### src/rtl/multi_queue_manager_defines.svh
// Assertion macros shared by the RTL that checks itself.
`ifndef MULTI_QUEUE_MANAGER_DEFINES_SVH
`define MULTI_QUEUE_MANAGER_DEFINES_SVH

// Same-cycle implication, sampled on clk, quiet during reset.
`define MQM_ASSERT_IMPL(label, ante, cons, msg) \
    label: assert property (@(posedge clk) disable iff (!rst_n) (ante) |-> (cons)) \
        else $error(msg);

// Next-cycle implication, sampled on clk, quiet during reset.
`define MQM_ASSERT_NEXT(label, ante, cons, msg) \
    label: assert property (@(posedge clk) disable iff (!rst_n) (ante) |=> (cons)) \
        else $error(msg);

`endif

### src/rtl/mqm_pkg.sv
`default_nettype none

package mqm_pkg;

    localparam int QID_W    = 4;
    localparam int QID_SPAN = 16;
    localparam int TAG_W    = 8;
    localparam int SER_W    = 16;
    localparam int ST_W     = 2;
    localparam int AQ_W     = 5;

    localparam int APB_ADDR_W = 3;
    localparam int APB_DATA_W = 32;
    localparam int REG_SEL_BIT = 2;

    localparam logic [SER_W-1:0] SERIAL_FIRST = 16'd1;
    localparam logic [SER_W-1:0] SERIAL_LAST  = 16'hFFFF;

    typedef enum logic [0:0] {
        REG_ACTIVE_QUEUES = 1'b0,
        REG_NONE          = 1'b1
    } reg_sel_t;

    typedef enum logic [0:0] {
        CMD_ENQ = 1'b0,
        CMD_DEQ = 1'b1
    } cmd_t;

    typedef enum logic [ST_W-1:0] {
        ST_OK    = 2'd0,
        ST_BADQ  = 2'd1,
        ST_EMPTY = 2'd2,
        ST_FULL  = 2'd3
    } status_t;

    typedef struct packed {
        logic take;
        logic put;
    } pool_op_t;

    typedef struct packed {
        logic data_we;
        logic link_we;
        logic rd_en;
    } store_op_t;

endpackage

`default_nettype wire

### src/rtl/mqm_free_pool.sv
`default_nettype none

module mqm_free_pool #(
    parameter int POOL_ENTRIES = 256
) (
    input  wire                              clk,
    input  wire                              rst_n,
    input  wire mqm_pkg::pool_op_t           op,
    input  wire [$clog2(POOL_ENTRIES)-1:0]   put_idx,
    output logic                             avail,
    output logic [$clog2(POOL_ENTRIES)-1:0]  take_idx
);

    localparam int PW = $clog2(POOL_ENTRIES);
    localparam int CW = PW + 1;
    localparam logic [CW-1:0] FULL_CNT = CW'(POOL_ENTRIES);

    // Returned entries form a stack: top in top_reg, the one below it
    // prefetched in sec_reg, the rest in stack_mem. Indices at or above
    // fresh_reg were never handed out, so reset needs no fill sweep.
    logic [PW-1:0] stack_mem [POOL_ENTRIES];
    logic [CW-1:0] cnt_reg, cnt_next;
    logic [CW-1:0] fresh_reg, fresh_next;
    logic [PW-1:0] top_reg, top_next;
    logic [PW-1:0] sec_reg;
    logic [CW-1:0] spill_ptr, rd_ptr;
    logic [PW-1:0] spill_addr, rd_addr;
    logic          spill_we;
    logic          have_ret;

    always_comb
    begin
        have_ret   = (cnt_reg != '0);
        avail      = have_ret || (fresh_reg != FULL_CNT);
        take_idx   = have_ret ? top_reg : fresh_reg[PW-1:0];
        cnt_next   = cnt_reg;
        fresh_next = fresh_reg;
        top_next   = top_reg;
        spill_we   = 1'b0;
        spill_ptr  = cnt_reg - CW'(1);
        spill_addr = spill_ptr[PW-1:0];
        if (op.take)
        begin
            if (have_ret)
            begin
                top_next = sec_reg;
                cnt_next = cnt_reg - CW'(1);
            end
            else
            begin
                fresh_next = fresh_reg + CW'(1);
            end
        end
        else if (op.put)
        begin
            top_next = put_idx;
            cnt_next = cnt_reg + CW'(1);
            spill_we = have_ret;
        end
        rd_ptr  = cnt_next - CW'(2);
        rd_addr = rd_ptr[PW-1:0];
    end

    always_ff @(posedge clk or negedge rst_n)
    begin
        if (!rst_n)
        begin
            cnt_reg   <= '0;
            fresh_reg <= '0;
        end
        else
        begin
            cnt_reg   <= cnt_next;
            fresh_reg <= fresh_next;
        end
    end

    // Spill the old top on a push; keep the second entry prefetched,
    // bypassing the spill when it lands where the prefetch reads.
    always_ff @(posedge clk)
    begin
        top_reg <= top_next;
        if (spill_we)
        begin
            stack_mem[spill_addr] <= top_reg;
        end
        if (spill_we && (spill_addr == rd_addr))
        begin
            sec_reg <= top_reg;
        end
        else
        begin
            sec_reg <= stack_mem[rd_addr];
        end
    end

endmodule

`default_nettype wire
### config.mk
export PLATFORM = sky130hd
export DESIGN_NAME = mqm_free_pool
export DESIGN_NICKNAME = d
export VERILOG_FILES = /design/src/rtl/multi_queue_manager_defines.svh /design/src/rtl/mqm_pkg.sv /design/src/rtl/mqm_free_pool.sv
export SDC_FILE = /design/constraint.sdc
export NUM_CORES = 2
export LEC_CHECK = 0
export BUFFER_PORTS_ARGS = -buffer_cell sky130_fd_sc_hd__buf_2
export CAP_MARGIN = 5
export CORE_MARGIN = 4
export CORE_UTILIZATION = 45
export CTS_CLUSTER_DIAMETER = 100
export DETAILED_ROUTE_END_ITERATION = 12
export MAX_ROUTING_LAYER = met4
export PLACE_DENSITY = 0.61
export SLEW_MARGIN = 20
export SYNTH_ARGS = -nofsm -noshare
export SYNTH_HDL_FRONTEND = slang
export SYNTH_SLANG_ARGS = --single-unit
### constraint.sdc
create_clock -name clk -period 5.9 [get_ports clk]
set_clock_uncertainty 0.15 [all_clocks]
set_input_delay 0.59 -clock clk [delete_from_list [all_inputs] [get_ports clk]]
set_output_delay 0.59 -clock clk [all_outputs]
set_load 0.005 [all_outputs]
==> flow_metrics.py <==
metrics = {
    "power": {
        "power_mw": 45.6,
        "powerDensity_nw_per_um2": 502,
        "irDropWorstVdd_mv": 0.428,
        "p_leak_nw": 29.0,
    },
    "critical_path": {
        "cp_data_arrival_time_ns": 5.22,
        "cp_slowest_cell": "o32ai_1",
        "cp.required_ns": 6.48,
        "worstPathMaxFanout": 44,
        "crit_type": "reg2reg",
        "crit_buf_inv": 2,
        "slowest_delay_ns": 1.04,
        "cp_cell_sequence": "inv_2 -> buf_4 -> a221oi_1 -> o21ai_0 -> a22oi_1 -> nand3_1 -> o32ai_1 -> a31o_1",
        "crit_family": "compound AO/OA/AOI/OAI gates",
        "crit_path_start_kind": "register",
        "worst_setup_path_end_kind": "register",
    },
    "synthesis": {
        "yosys.area.top_type": "edfxtp_1",
        "yosysTopAreaCellShare": 0.756,
        "synth.avg_cell_area_um2": 19.6,
        "synth_edf_count": 2056,
        "syn-num-nets": 4184,
        "ys_seq_elements": 2082,
        "synth-main-ff-cell": "edfxtp_1",
        "yosysMostFrequentCell": "edfxtp_1",
        "ys_top_cells_by_area": "edfxtp_1 (76%), mux4_2 (9.6%), mux2i_1 (4.3%), nor2_1 (1.4%), o221ai_1 (0.82%)",
        "ys_warn_count": 0,
        "async_flop_share": 0.00865,
        "ys_types": 75,
        "synthesis.area_um2": 81600,
        "ys_seq_area_frac": 0.764,
        "syn_inst": 4163,
        "synth_commonest_cells": "edfxtp_1 (2056), mux2i_1 (354), mux4_2 (347), nor2_1 (307), nand2_1 (149)",
    },
    "clock_tree": {
        "postCtsSetupBuffers": 0,
        "path_clk_slew_ns": 0.06,
        "clock_path_buffers": 3,
        "cts_hold_buffers": 4,
        "cts_resized": 0,
        "clock_sinks": 2082,
        "htree_levels": 4,
        "cts_buffers": 204,
        "cts_tree": "yes",
        "clock_latency_ns": 0.87,
        "root_buffer": "clkbuf_16",
    },
    "job": {
        "drv_cap": 0,
    },
    "timing": {
        "worstMarginPinSlew_ns": 1.19,
        "finalHoldViolCount": 0,
        "rsz0062_at_grt": "false",
        "slew-limit-headroom": 0.208,
        "finalSetupViolCount": 0,
        "drv_slew": 0,
        "fin_crit_sh": 0.786,
        "clock.fmax_mhz": 216,
        "fin_tns_setup_ns": 0,
        "period_minus_slack_ns": 4.63,
    },
    "final_layout": {
        "drive_above_1_share": 0.179,
        "final_area_um2": 90900,
        "multi_input_area_um2": 17800,
        "syn2layout_area_growth_pct": 11.4,
        "fin_util": 0.503,
        "seq_area_um2": 62400,
        "fillers": 14298,
        "finalNetCount": 4269,
        "largest_reg_flops": 2048,
    },
    "drt": {
        "firstDrtPassIters": 6,
        "drc": 0,
        "drt_wl_total_mm": 206,
        "drtIter0Drc": 5442,
        "vias": 41414,
        "routedWlPerCell_um": 30.4,
        "viasPerCell": 6.09,
        "postRouteAntennaNets": 0,
    },
    "floorplan": {
        "die_w_um": 434,
        "num_rows": 156,
        "initial_core_util": 0.452,
        "boundaryPins": 21,
        "die_y_um": 434,
        "coreArea_um2": 181000,
        "dieArea_um2": 188000,
    },
    "global_routing": {
        "grt_max_degree": 200,
        "grt_pass1_vias": 41145,
        "grt_pass1_wl_mm": 299,
        "grt-ovfl-total": 0,
        "gr-usage-all-layers": 0.226,
        "antenna_found_initial": 8,
    },
    "placement": {
        "place_area_um2": 84200,
        "post-dp-hpwl_mm": 126,
        "portBuffers": 20,
        "globalplace.congestion": 0.868,
    },
    "min_path": {
        "hold_path_class": "in2reg",
        "min-delay-start": "put_idx[1]",
    },
    "status": {
        "status": "finished clean",
    },
}
metal layers:
layer	routed length (um)	share of wire	global-route usage	vias up
li1	-	-	-	17294
met1	87100	0.42	0.321	21897
met2	97000	0.47	0.338	1884
met3	15700	0.076	0.0363	339
met4	6590	0.032	0.0712	0
met5	0	0	-	-
cells by family (layout without fill, tap and decap cells):
| group | count (synthesis) | count (layout) | share of synthesized area |
|---|---|---|---|
| AND/OR/NAND/NOR | 579 | 579 | 0.0308 |
| other | 0 | 5 | 0 |
| buffers and inverters | 264 | 524 | 0.0188 |
| XOR/XNOR | 23 | 23 | 0.00247 |
| flip-flops | 2082 | 2082 | 0.764 |
| AO/OA/AOI/OAI | 496 | 496 | 0.0421 |
| adder cells (fa/ha/maj) | 9 | 9 | 0.00138 |
| multiplexers | 710 | 710 | 0.140 |
worst paths after layout:
kind	end	slack (ns)	depth (start not counted)
setup / recovery	top_reg[2]	1.27	8
setup reg to reg	top_reg[2]	1.27	8
max in group asynchronous	cnt_reg[2]	5.00	2
hold reg to reg	fresh_reg[8]	0.32	1
hold / removal	top_reg[1]	0.06	2
min in group asynchronous	fresh_reg[8]	0.13	2
through the flow:
stage                     hold WS (ns)  setup WS (ns)  std cells
after floorplan                  0.144           1.63       4163
after global placement           0.308           1.40       6408
after detailed placement         0.308           1.29       6408
after CTS                      0.00230           1.35       6793
after global routing           0.00110           1.30       6797
final                           0.0627           1.27       6798
layout by cell type, fill, tap and decap left out, types with 20 or more instances in the layout:
cell,instances
nor2_1,304
edfxtp_1,2056
clkbuf_1,47
buf_2,20
o21ai_0,62
mux2i_1,354
a2111oi_0,20
o22ai_1,98
clkinv_1,51
nand2_1,148
o221ai_1,76
clkbuf_16,205
a211oi_1,29
a221oi_1,33
mux4_2,347
buf_4,92
clkinv_2,37
a21oi_1,94
worst reg2reg max path: stages, from the launching register on:
cell and delay (ns):
dfxtp_4 0.92, inv_2 0.64, buf_4 0.46, a221oi_1 0.34
o21ai_0 0.16, a22oi_1 0.37, nand3_1 0.26, o32ai_1 1.04
a31o_1 0.20
area by class of cell:
type                    instances  share of cell area
clock inverters               126              0.0142
flip-flops and latches       2082               0.686
clock buffers                 255              0.0588
diodes                          5            0.000138
well taps                    2370              0.0326
inverters                      14            0.000606
repair buffers                129              0.0119
multi-input cells            1817               0.196
power by group:
part	internal [mW]	leakage (nW)	switching [mW]
logic	4.34	6.97	9.28
clock network	7.22	3.22	5.64
registers	18.7	18.8	0.397
Power figures use the tool's default switching activity.
